### config.mk
export PLATFORM = sky130hd
export DESIGN_NAME = weighted_neighbour_sorted_table
export DESIGN_NICKNAME = d
export VERILOG_FILES = /design/src/wnst_pkg.sv /design/src/wnst_cell.sv /design/src/weighted_neighbour_sorted_table.sv
export SDC_FILE = /design/constraint.sdc
export NUM_CORES = 2
export LEC_CHECK = 0
export BUFFER_PORTS_ARGS = -buffer_cell sky130_fd_sc_hd__buf_4
export CAP_MARGIN = 10
export CELL_PAD_IN_SITES_DETAIL_PLACEMENT = 0
export CELL_PAD_IN_SITES_GLOBAL_PLACEMENT = 1
export CORE_ASPECT_RATIO = 0.7
export CORE_MARGIN = 2
export CORE_UTILIZATION = 50
export CTS_CLUSTER_DIAMETER = 80
export DETAILED_ROUTE_END_ITERATION = 7
export PLACE_DENSITY_LB_ADDON = 0.1
export REMOVE_ABC_BUFFERS = 1
export SYNTH_ARGS = -nofsm -noshare
export SYNTH_HDL_FRONTEND = slang
export SYNTH_SLANG_ARGS = --single-unit
export TNS_END_PERCENT = 30
### constraint.sdc
create_clock -name clk -period 8.2 [get_ports clk]
set_input_delay 0.82 -clock clk [delete_from_list [all_inputs] [get_ports clk]]
set_output_delay 0.82 -clock clk [all_outputs]
set_load 0.005 [all_outputs]
### src/wnst_pkg.sv
// Shared types and codes for the weighted neighbour sorted table.
// Used by the cell, the top level and the port checker; no dependencies.
package wnst_pkg;

  localparam int unsigned MAX_LISTED = 16;

  localparam logic OP_SET   = 1'b0;
  localparam logic OP_QUERY = 1'b1;

  localparam logic [1:0] STATUS_LISTED = 2'd0;
  localparam logic [1:0] STATUS_NONE   = 2'd1;
  localparam logic [1:0] STATUS_FULL   = 2'd2;

  typedef enum logic [1:0] {
    CELL_HOLD,
    CELL_REMOVE,
    CELL_INSERT,
    CELL_ROTATE
  } cell_op_t;

  typedef struct packed {
    logic remove_seen;
    logic insert_seen;
  } chain_t;

endpackage

### src/wnst_cell.sv
// One slot of the sorted chain: holds an id, a weight and a valid bit.
// Depends on wnst_pkg; takes data from either neighbour as the op says.
module wnst_cell import wnst_pkg::*; #(
  parameter int ID_BITS     = 16,
  parameter int WEIGHT_BITS = 16
) (
  input  logic                   clk,
  input  logic                   rst,
  input  cell_op_t               op,
  input  logic [ID_BITS-1:0]     key_id,
  input  logic [WEIGHT_BITS-1:0] key_weight,
  input  chain_t                 chain_in,
  output chain_t                 chain_out,
  input  logic                   left_valid,
  input  logic [ID_BITS-1:0]     left_id,
  input  logic [WEIGHT_BITS-1:0] left_weight,
  input  logic                   right_valid,
  input  logic [ID_BITS-1:0]     right_id,
  input  logic [WEIGHT_BITS-1:0] right_weight,
  output logic                   valid,
  output logic [ID_BITS-1:0]     id,
  output logic [WEIGHT_BITS-1:0] weight
);

  logic                   match;
  logic                   goes_here;
  logic                   valid_next;
  logic [ID_BITS-1:0]     id_next;
  logic [WEIGHT_BITS-1:0] weight_next;

  assign match     = valid && (id == key_id);
  assign goes_here = !valid || (key_weight > weight) ||
                     ((key_weight == weight) && (key_id > id));

  assign chain_out.remove_seen = chain_in.remove_seen | match;
  assign chain_out.insert_seen = chain_in.insert_seen | goes_here;

  always_comb begin
    valid_next  = valid;
    id_next     = id;
    weight_next = weight;
    unique case (op)
      CELL_HOLD: begin
      end
      CELL_REMOVE: begin
        if (chain_out.remove_seen) begin
          valid_next  = right_valid;
          id_next     = right_id;
          weight_next = right_weight;
        end
      end
      CELL_INSERT: begin
        if (chain_in.insert_seen) begin
          valid_next  = left_valid;
          id_next     = left_id;
          weight_next = left_weight;
        end else if (goes_here) begin
          valid_next  = 1'b1;
          id_next     = key_id;
          weight_next = key_weight;
        end
      end
      CELL_ROTATE: begin
        valid_next  = right_valid;
        id_next     = right_id;
        weight_next = right_weight;
      end
      default: begin
      end
    endcase
  end

  always_ff @(posedge clk) begin
    if (rst) begin
      valid <= 1'b0;
    end else begin
      valid <= valid_next;
    end
  end

  always_ff @(posedge clk) begin
    id     <= id_next;
    weight <= weight_next;
  end

endmodule

### src/weighted_neighbour_sorted_table.sv
// Channel  Dir  Fields
// s_*      in   tuser: opcode; tdata: peer_id[15:0], weight[31:16]
// m_*      out  tuser: status; tlast: last; tdata: entry_id, entry_weight, rank
//
// A set drops a matching id in the accept cycle and inserts in order in the next.
// A query rotates the cell chain CAPACITY times after the accept cycle, one listed
// item per cycle while the output does not stall; the chain is restored at the end.
// A set rejected as full waits after the accept cycle for the output register.
// Reset clears every valid bit at once; no clearing pass is needed.
// Top level of the sorted table; depends on wnst_pkg and wnst_cell.
module weighted_neighbour_sorted_table import wnst_pkg::*; #(
  parameter int CAPACITY    = 16,
  parameter int ID_BITS     = 16,
  parameter int WEIGHT_BITS = 16
) (
  input  logic        clk,
  input  logic        rst,
  input  logic        s_tvalid,
  output logic        s_tready,
  input  logic [31:0] s_tdata,   // peer_id[15:0], weight[31:16]
  input  logic        s_tuser,   // opcode
  output logic        m_tvalid,
  input  logic        m_tready,
  output logic [39:0] m_tdata,   // entry_id[15:0], entry_weight[31:16], rank[35:32], zeros
  output logic [1:0]  m_tuser,   // status
  output logic        m_tlast
);

  localparam int SW = (CAPACITY > 1) ? $clog2(CAPACITY) : 1;

  typedef enum logic [1:0] {
    S_IDLE,
    S_INSERT,
    S_QUERY,
    S_REJECT
  } state_t;

  state_t                 state;
  logic [ID_BITS-1:0]     set_id;
  logic [WEIGHT_BITS-1:0] min_weight;
  logic [SW-1:0]          step;
  logic                   done;

  logic [ID_BITS-1:0]     in_id;
  logic [WEIGHT_BITS-1:0] in_weight;
  logic [ID_BITS-1:0]     key_id;
  logic [WEIGHT_BITS-1:0] key_weight;
  cell_op_t               op;

  logic                   cv [CAPACITY];
  logic [ID_BITS-1:0]     cid [CAPACITY];
  logic [WEIGHT_BITS-1:0] cw [CAPACITY];
  chain_t                 chain [CAPACITY+1];

  logic accept;
  logic out_free;
  logic found;
  logic full;
  logic qual0;
  logic qual1;
  logic emit_now;
  logic advance;
  logic entry_last;
  logic load_out;

  assign in_id     = ID_BITS'(s_tdata[15:0]);
  assign in_weight = WEIGHT_BITS'(s_tdata[31:16]);
  assign s_tready  = (state == S_IDLE);
  assign accept    = s_tvalid && s_tready;
  assign out_free  = !m_tvalid || m_tready;

  assign key_id     = (state == S_IDLE) ? in_id : set_id;
  assign key_weight = (state == S_IDLE) ? in_weight : min_weight;

  assign chain[0] = '0;
  assign found    = chain[CAPACITY].remove_seen;
  assign full     = cv[CAPACITY-1];

  assign qual0      = cv[0] && (cw[0] >= min_weight);
  assign qual1      = cv[1] && (cw[1] >= min_weight);
  assign emit_now   = !done && (qual0 || (step == '0));
  assign advance    = !emit_now || out_free;
  assign entry_last = !qual1 || (step == SW'(CAPACITY-1)) ||
                      (32'(step) == 32'(MAX_LISTED-1));
  assign load_out   = ((state == S_QUERY) && advance && emit_now) ||
                      ((state == S_REJECT) && out_free);

  always_comb begin
    op = CELL_HOLD;
    unique case (state)
      S_IDLE: begin
        if (accept && (s_tuser == OP_SET) && (found || !full)) begin
          op = CELL_REMOVE;
        end
      end
      S_INSERT: op = CELL_INSERT;
      S_QUERY: begin
        if (advance) begin
          op = CELL_ROTATE;
        end
      end
      S_REJECT: op = CELL_HOLD;
      default: op = CELL_HOLD;
    endcase
  end

  for (genvar g = 0; g < CAPACITY; g++) begin : g_cell
    logic                   lv;
    logic [ID_BITS-1:0]     lid;
    logic [WEIGHT_BITS-1:0] lw;
    logic                   rv;
    logic [ID_BITS-1:0]     rid;
    logic [WEIGHT_BITS-1:0] rw;

    if (g == 0) begin : g_left_edge
      assign lv  = 1'b0;
      assign lid = '0;
      assign lw  = '0;
    end else begin : g_left
      assign lv  = cv[g-1];
      assign lid = cid[g-1];
      assign lw  = cw[g-1];
    end

    if (g == CAPACITY-1) begin : g_right_edge
      assign rv  = (op == CELL_ROTATE) ? cv[0] : 1'b0;
      assign rid = cid[0];
      assign rw  = cw[0];
    end else begin : g_right
      assign rv  = cv[g+1];
      assign rid = cid[g+1];
      assign rw  = cw[g+1];
    end

    wnst_cell #(
      .ID_BITS     (ID_BITS),
      .WEIGHT_BITS (WEIGHT_BITS)
    ) u_cell (
      .clk          (clk),
      .rst          (rst),
      .op           (op),
      .key_id       (key_id),
      .key_weight   (key_weight),
      .chain_in     (chain[g]),
      .chain_out    (chain[g+1]),
      .left_valid   (lv),
      .left_id      (lid),
      .left_weight  (lw),
      .right_valid  (rv),
      .right_id     (rid),
      .right_weight (rw),
      .valid        (cv[g]),
      .id           (cid[g]),
      .weight       (cw[g])
    );
  end

  always_ff @(posedge clk) begin
    if (rst) begin
      state    <= S_IDLE;
      step     <= '0;
      done     <= 1'b0;
      m_tvalid <= 1'b0;
    end else begin
      if (load_out) begin
        m_tvalid <= 1'b1;
      end else if (m_tready) begin
        m_tvalid <= 1'b0;
      end
      unique case (state)
        S_IDLE: begin
          if (accept) begin
            set_id     <= in_id;
            min_weight <= in_weight;
            step       <= '0;
            done       <= 1'b0;
            if (s_tuser == OP_QUERY) begin
              state <= S_QUERY;
            end else if (found || !full) begin
              state <= S_INSERT;
            end else begin
              state <= S_REJECT;
            end
          end
        end
        S_INSERT: state <= S_IDLE;
        S_QUERY: begin
          if (advance) begin
            if (emit_now) begin
              m_tlast  <= entry_last || !qual0;
              done     <= entry_last || !qual0;
              if (qual0) begin
                m_tuser <= STATUS_LISTED;
                m_tdata <= {4'd0, 4'(step), 16'(cw[0]), 16'(cid[0])};
              end else begin
                m_tuser <= STATUS_NONE;
                m_tdata <= '0;
              end
            end
            step <= step + 1'b1;
            if (step == SW'(CAPACITY-1)) begin
              state <= S_IDLE;
            end
          end
        end
        S_REJECT: begin
          if (out_free) begin
            m_tuser  <= STATUS_FULL;
            m_tdata  <= '0;
            m_tlast  <= 1'b1;
            state    <= S_IDLE;
          end
        end
        default: state <= S_IDLE;
      endcase
    end
  end

endmodule

# After elaboration in Yosys (flattened, before gate mapping)
# Cells that the tools add are included.
[totals] reg_bits=611 in_bits=37 elab_cells=551
[op_classes] addsub=1 n_lt_le_gt_ge=34 eq_ne=76 mux=223 bitwise_logic=31 reduce_logical=129
[ops] cell="2-to-1 mux 16 bit" n=96
[ops] cell="one-hot mux 16 bit (3 select lines)" n=32
[ops] cell="== test 16 bit" n=32
[ops] cell="greater-than comparator 16 bit" n=32
[ops] cell="2-to-1 mux 40 bit" n=3
[ops] cell="one-hot mux 40 bit (2 select lines)" n=1
[ops] cell="2-to-1 mux 1 bit" n=56
[ops] cell="AND reduction 3 bit" n=18
[ops] cell="one-hot mux 1 bit (3 select lines)" n=16
[ops] cell="!= test 3 x 1 -> 1 bit, second input constant" n=14
[ops] cell="logical AND 1 bit" n=41
[ops] cell="logical OR 1 bit" n=40
[ops] cell="2-to-1 mux 36 bit" n=1
[ops] cell="!= test 2 x 1 -> 1 bit, second input constant" n=17
[ops] cell=">= comparator 16 bit" n=2
[ops] cell="OR 1 bit" n=29
[ops] cell="zero test 1 bit" n=21
[ops] cell="2-to-1 mux 2 bit" n=10
[ops] cell="one-hot mux 2 bit (4 select lines)" n=2
[ops] cell="!= test 2 bit, second input constant" n=5
[ops] cell="== test 2 bit, second input constant" n=4
[ops] cell="2-to-1 mux 4 bit" n=2
[ops] cell="one-hot mux 4 bit (2 select lines)" n=1
[ops] cell="AND reduction 4 bit" n=2
[ops] cell="other kinds (12)" n=17

# Depth between registers and ports, before layout
[logic_depth] word_depth=27 depth_mapped=19

# Modules after synthesis
# Synthesis repeated with hierarchy kept, for this count alone.
[unflattened] cells_unflattened=4666 area_unflattened_um2=45217.1
[by_module_without_submodules] module="wnst_cell at g_cell[0].u_cell ..." instances=15 cells_per_inst=271 area_per_inst_um2=2573.7 seq_area_each_um2=980.9
[by_module_without_submodules] module="weighted_neighbour_sorted_table" instances=1 cells_per_inst=338 area_per_inst_um2=4070.2 seq_area_each_um2=2292.2
[by_module_without_submodules] module="wnst_cell at g_cell[9].u_cell" instances=1 cells_per_inst=263 area_per_inst_um2=2541.2 seq_area_each_um2=980.9

# Least setup slack after synthesis
# OpenSTA, ideal clock, no wires.
[synth_path] kind="reg-to-reg" from="reg state[0]" to="reg g_cell[14].u_cell.id[0], enable pin" t_arrival_ps=6246 required_time_ps=7730 slack_ps=1483 stages_incl_launch_ff=17 n_path_buf=4 period_less_slack_ps=6717 cell_sequence="dfxtp_1 -> buf_2 -> nor2_1 -> clkbuf_1 -> o21ai_0 -> ha_1 -> nor2b_1 -> o211ai_1 -> a2111oi_0 -> nor4b_1 -> o211a_1 -> o221a_2 -> buf_4 -> and4_1 -> buf_2 -> and2_1 -> a21boi_0"
[synth_between] elab_chain_len=26
[synth_lines] element="start: declaration" line="weighted_neighbour_sorted_table.sv:38" source="state_t state;"
[synth_lines] element="start signal: assignment" line="weighted_neighbour_sorted_table.sv:160" source="state <= S_IDLE;"
[synth_lines] element="start signal: assignment" line="weighted_neighbour_sorted_table.sv:178" source="state <= S_QUERY;"
[synth_lines] element="start signal: assignment" line="weighted_neighbour_sorted_table.sv:180" source="state <= S_INSERT;"
[synth_lines] element="zero test 2 bit"
[synth_lines] element="2-to-1 mux 16 bit" line="weighted_neighbour_sorted_table.sv:72" source="assign key_id = (state == S_IDLE) ? in_id : set_id;"
[synth_lines] element="== test 16 bit" line="wnst_cell.sv:31" source="assign match = valid && (id == key_id);"
[synth_lines] element="logical AND 1 bit" line="wnst_cell.sv:31"
[synth_lines] element="OR 1 bit (15 in series)" line="wnst_cell.sv:35" source="assign chain_out.remove_seen = chain_in.remove_seen | match;"
[synth_lines] element="logical OR 1 bit" line="weighted_neighbour_sorted_table.sv:92" source="if (accept && (s_tuser == OP_SET) && (found || !full)) begin"
[synth_lines] element="logical AND 1 bit" line="weighted_neighbour_sorted_table.sv:92"
[synth_lines] element="2-to-1 mux 1 bit" line="weighted_neighbour_sorted_table.sv:92"
[synth_lines] element="one-hot mux 2 bit (4 select lines)" line="weighted_neighbour_sorted_table.sv:90" source="unique case (state)"
[synth_lines] element="== test 2 bit or == test 2 x 1 -> 1 bit (tied branches)" line="wnst_cell.sv:42" source="unique case (op)"
[synth_lines] element="!= test 3 x 1 -> 1 bit (no source line) (tied with other cells)"
[synth_lines] element="AND reduction 3 bit (no source line) (*)"
[synth_lines] element="end signal: assignment" line="wnst_cell.sv:82" source="id <= id_next;"
[synth_lines] element="end: declaration" line="wnst_cell.sv:21" source="output logic [ID_BITS-1:0] id,"
# Mark *: on every way between the ends. The rest lies on a longest branch, timed or not.
# A chain may end at the register's enable or synchronous reset.

# Worst setup path after layout
[layout_path] from="reg set_id[1]" to="reg g_cell[10].u_cell.id[9], enable pin"
[layout_between] elab_chain_len=25
[layout_lines] element="start: declaration" line="weighted_neighbour_sorted_table.sv:39" source="logic [ID_BITS-1:0] set_id;"
[layout_lines] element="start signal: assignment" line="weighted_neighbour_sorted_table.sv:173" source="set_id <= in_id;"
[layout_lines] element="2-to-1 mux 16 bit (*)" line="weighted_neighbour_sorted_table.sv:72"
[layout_lines] element="== test 16 bit" line="wnst_cell.sv:31"
[layout_lines] element="logical AND 1 bit" line="wnst_cell.sv:31"
[layout_lines] element="OR 1 bit (15 in series)" line="wnst_cell.sv:35"
[layout_lines] element="logical OR 1 bit" line="weighted_neighbour_sorted_table.sv:92"
[layout_lines] element="logical AND 1 bit" line="weighted_neighbour_sorted_table.sv:92"
[layout_lines] element="2-to-1 mux 1 bit" line="weighted_neighbour_sorted_table.sv:92"
[layout_lines] element="one-hot mux 2 bit (4 select lines)" line="weighted_neighbour_sorted_table.sv:90"
[layout_lines] element="== test 2 bit or == test 2 x 1 -> 1 bit (tied branches)" line="wnst_cell.sv:42"
[layout_lines] element="!= test 3 x 1 -> 1 bit (no source line) (tied with other cells)"
[layout_lines] element="AND reduction 3 bit (no source line) (*)"
[layout_lines] element="end signal: assignment" line="wnst_cell.sv:82"
[layout_lines] element="end: declaration" line="wnst_cell.sv:21"
# Marks and branches as above.

==> results.cfg <==
[routing]
wl_met2_mm = 60.6
first_pass_iters = 7
vias_per_cell = 6.43
vias = 38320
drc = 0
wl_per_cell_um = 27.7
drt-met1-wl_mm = 78.3
wl_met3_mm = 23.9
top_layer_used = met4
drt_first_iter_violations = 5703
finalWirelength_mm = 165
ant_nets = 0

[worst_setup_path]
critical_path_class = reg2reg
endpoint_kind = flip-flop
critPathMaxFanout = 65
r2r_setup_slack_ns = 1.19
crit_path_start_kind = flip-flop
arrival_ns = 7.32
required_ns = 8.52

[cts]
cts_sinks = 607
cts.clk_slew.worst_paths_ns = 0.06
cts_inserted_buffers = 70
cts-root-buf = clkbuf_16
cts_hold_buf = 0
clock_latency_ns = 0.64
cts_buffer_depth = 3
cts_tree = yes
cts_setup_buffers = 0
h-tree-depth = 3
cts_resized = 0

[die]
core_sq_um = 87700
fp.dieH_um = 252
die_area_sq_um = 90600
num_rows = 91
die_w_um = 359
start_util = 0.503
num_io_pins = 82

[synth]
yosys_warnings = 0
ys_seq_area_frac = 0.408
synthFlopType = edfxtp_1
synth_edf_count = 583
yosysUniqueCellTypes = 82
avgSynthCellArea_sq_um = 9.24
syn-instance-count = 4771
synthArstFlopShare = 0
mappedNetlistArea_sq_um = 44100
synth_seq_cells = 607

[pwr]
power_frac_seq = 0.427
internal-power_mw = 6.63
power.leakage_nw = 21.2
p_comb_frac = 0.246
clkPwrFrac = 0.327
switching_share = 0.337
switchingPower_mw = 3.38
cellPowerDensity_nw_per_um2 = 207
ir_drop_uv = 153

[global_routing]
grt.total_usage = 0.357
grt-ovfl-total = 0
grt_pass1_vias = 35486
antenna_found_initial = 0
grt_max_degree = 177
grt_first_pass_wirelength_mm = 241

[placement]
place_inst = 5833
placed_area_sq_um = 46100
hpwl_mm = 123
port_buffers = 77
place.gp.congestion = 0.928

[timing]
fin_crit_ns = 7.01
rsz0062_at_grt = no
slew-limit-headroom = 0.211
fin_worst_hold_slack_ns = 0.358
fin_skew_ns = 0.0225
drv_slew = 0
fmax_mhz = 143
fin_crit_sh = 0.854
finalHoldViolCount = 0
tightest_slew_ns = 1.15
setup_violations = 0

[finish]
post-route-cell-area_sq_um = 48400
area_growth_pct = 9.72
nets = 5310
nFillCells = 7899
layout-drive-gt1-share = 0.0775
final_cell_count_no_fill = 5964
final_util = 0.552

[run_status]
outcome = finished clean

[job]
drv_cap = 0

[hold_path]
hold_class = in2reg
## state kept, by name, indices dropped and copies added, names as in the netlist
name                  count
min_weight               16
state                     2
m_tuser                   2
g_cell.u_cell.weight    256
step                      4
set_id                   16
g_cell.u_cell.valid      16
m_tlast                   1
done                      1
m_tdata                  36
m_tvalid                  1
g_cell.u_cell.id        256
## cells by family after synthesis
kind of cell               Yosys count  share of synthesized area
AOI/OAI and AO/OA                 1321                      0.196
and+or+nand+nor                   1306                      0.134
buffers and inverters              849                     0.0763
DFF                                607                      0.408
adders and majority gates          530                      0.150
muxes                              139                     0.0317
xor gates and xnor gates            18                    0.00358
other                                1                  0.0000851
## critical path: stages (launching register included)
cell and delay (ns):
edfxtp_1 0.79, inv_1 0.30, o21ai_1 0.91, buf_4 0.35, ha_1 0.27, a21o_1 0.16, a221oi_1 0.29, o221ai_1 0.20
a2111oi_0 1.06, o22a_1 0.50, nand4_1 0.38, buf_4 0.50, nor3_2 0.22, buf_4 0.31, a21oi_4 0.08, buf_4 0.32
## metrics by stage
step	setup TNS, ns	power [mW]	worst slack (ns)
final	0	10.0	1.19
after global routing	0	10.4	1.14
after CTS	0	9.95	1.79
after detailed placement	0	6.69	1.80
after global placement	0	6.66	1.90
after floorplan	-8039.75	5.77	-17.48
## Yosys cell counts, types with 13 or more instances
| library cell | instances | area, sq um |
|---|---|---|
| a211oi_1 | 30 | 225 |
| a21o_1 | 74 | 556 |
| a21oi_1 | 211 | 1060 |
| a221o_1 | 36 | 360 |
| a31oi_1 | 50 | 313 |
| a32oi_1 | 58 | 508 |
| and3_1 | 20 | 125 |
| and4_1 | 16 | 140 |
| buf_1 | 13 | 48.8 |
| buf_2 | 39 | 195 |
| buf_4 | 18 | 135 |
| clkbuf_1 | 212 | 796 |
| dfxtp_1 | 24 | 480 |
| edfxtp_1 | 583 | 17500 |
| ha_1 | 530 | 6630 |
| inv_1 | 558 | 2090 |
| mux2i_1 | 134 | 1340 |
| nand2_1 | 714 | 2680 |
| nand2b_1 | 16 | 100 |
| nand3_1 | 133 | 666 |
| nand4_1 | 106 | 663 |
| nor2_1 | 127 | 477 |
| nor2b_1 | 43 | 269 |
| nor3_1 | 53 | 265 |
| nor4_1 | 21 | 131 |
| o211ai_1 | 325 | 2440 |
| o21a_1 | 21 | 158 |
| o21ai_0 | 396 | 1980 |
| or3_1 | 15 | 93.8 |
| xnor2_1 | 16 | 140 |
## cells in the final DEF (no fill, tap or decap), drive strengths merged, types with 90 or more instances in the layout
cell	instances
a21oi	212
buf	188
clkbuf	90
edfxtp	583
ha	530
inv	560
mux2i	134
nand2	714
nand3	133
nand4	106
nor2	127
o211ai	325
o21ai	399
## final timing paths
check              startpoint                       to  depth (start not counted)
hold / removal    s_tdata[25]            min_weight[9]                          1
setup reg to reg    set_id[1]  g_cell[10].u_cell.id[9]                         15
setup / recovery    set_id[1]  g_cell[10].u_cell.id[9]                         15
hold reg to reg      m_tvalid                 m_tvalid                          2
## per-layer routing
layer | track usage | vias up
met4 | 0.0647 | 0
met2 | 0.454 | 2395
met1 | 0.577 | 18277
met3 | 0.112 | 167
met5 | 0 | -
li1 | - | 17481
## power by group through the flow
stage / registers (mW) / logic [mW] / clock network [mW]
after global placement: 4.30 / 2.35 / 0
after floorplan: 4.11 / 1.65 / 0
after detailed placement: 4.30 / 2.39 / 0
after global routing: 4.29 / 2.75 / 3.41
after CTS: 4.24 / 2.41 / 3.30
final: 4.27 / 2.46 / 3.27
## layout make-up
type	instances	area, sq um	share of cell area
Multi-Input combinational cell	3318	23000	0.476
Sequential cell	607	18000	0.372
Inverter	558	2090	0.0433
Clock buffer	90	1950	0.0404
Timing Repair Buffer	188	1490	0.0307
Tap cell	1162	1450	0.0301
Clock inverter	39	355	0.00735
Antenna cell	2	5.00	0.000103
Note: power is estimated with default switching activity, not from simulation.
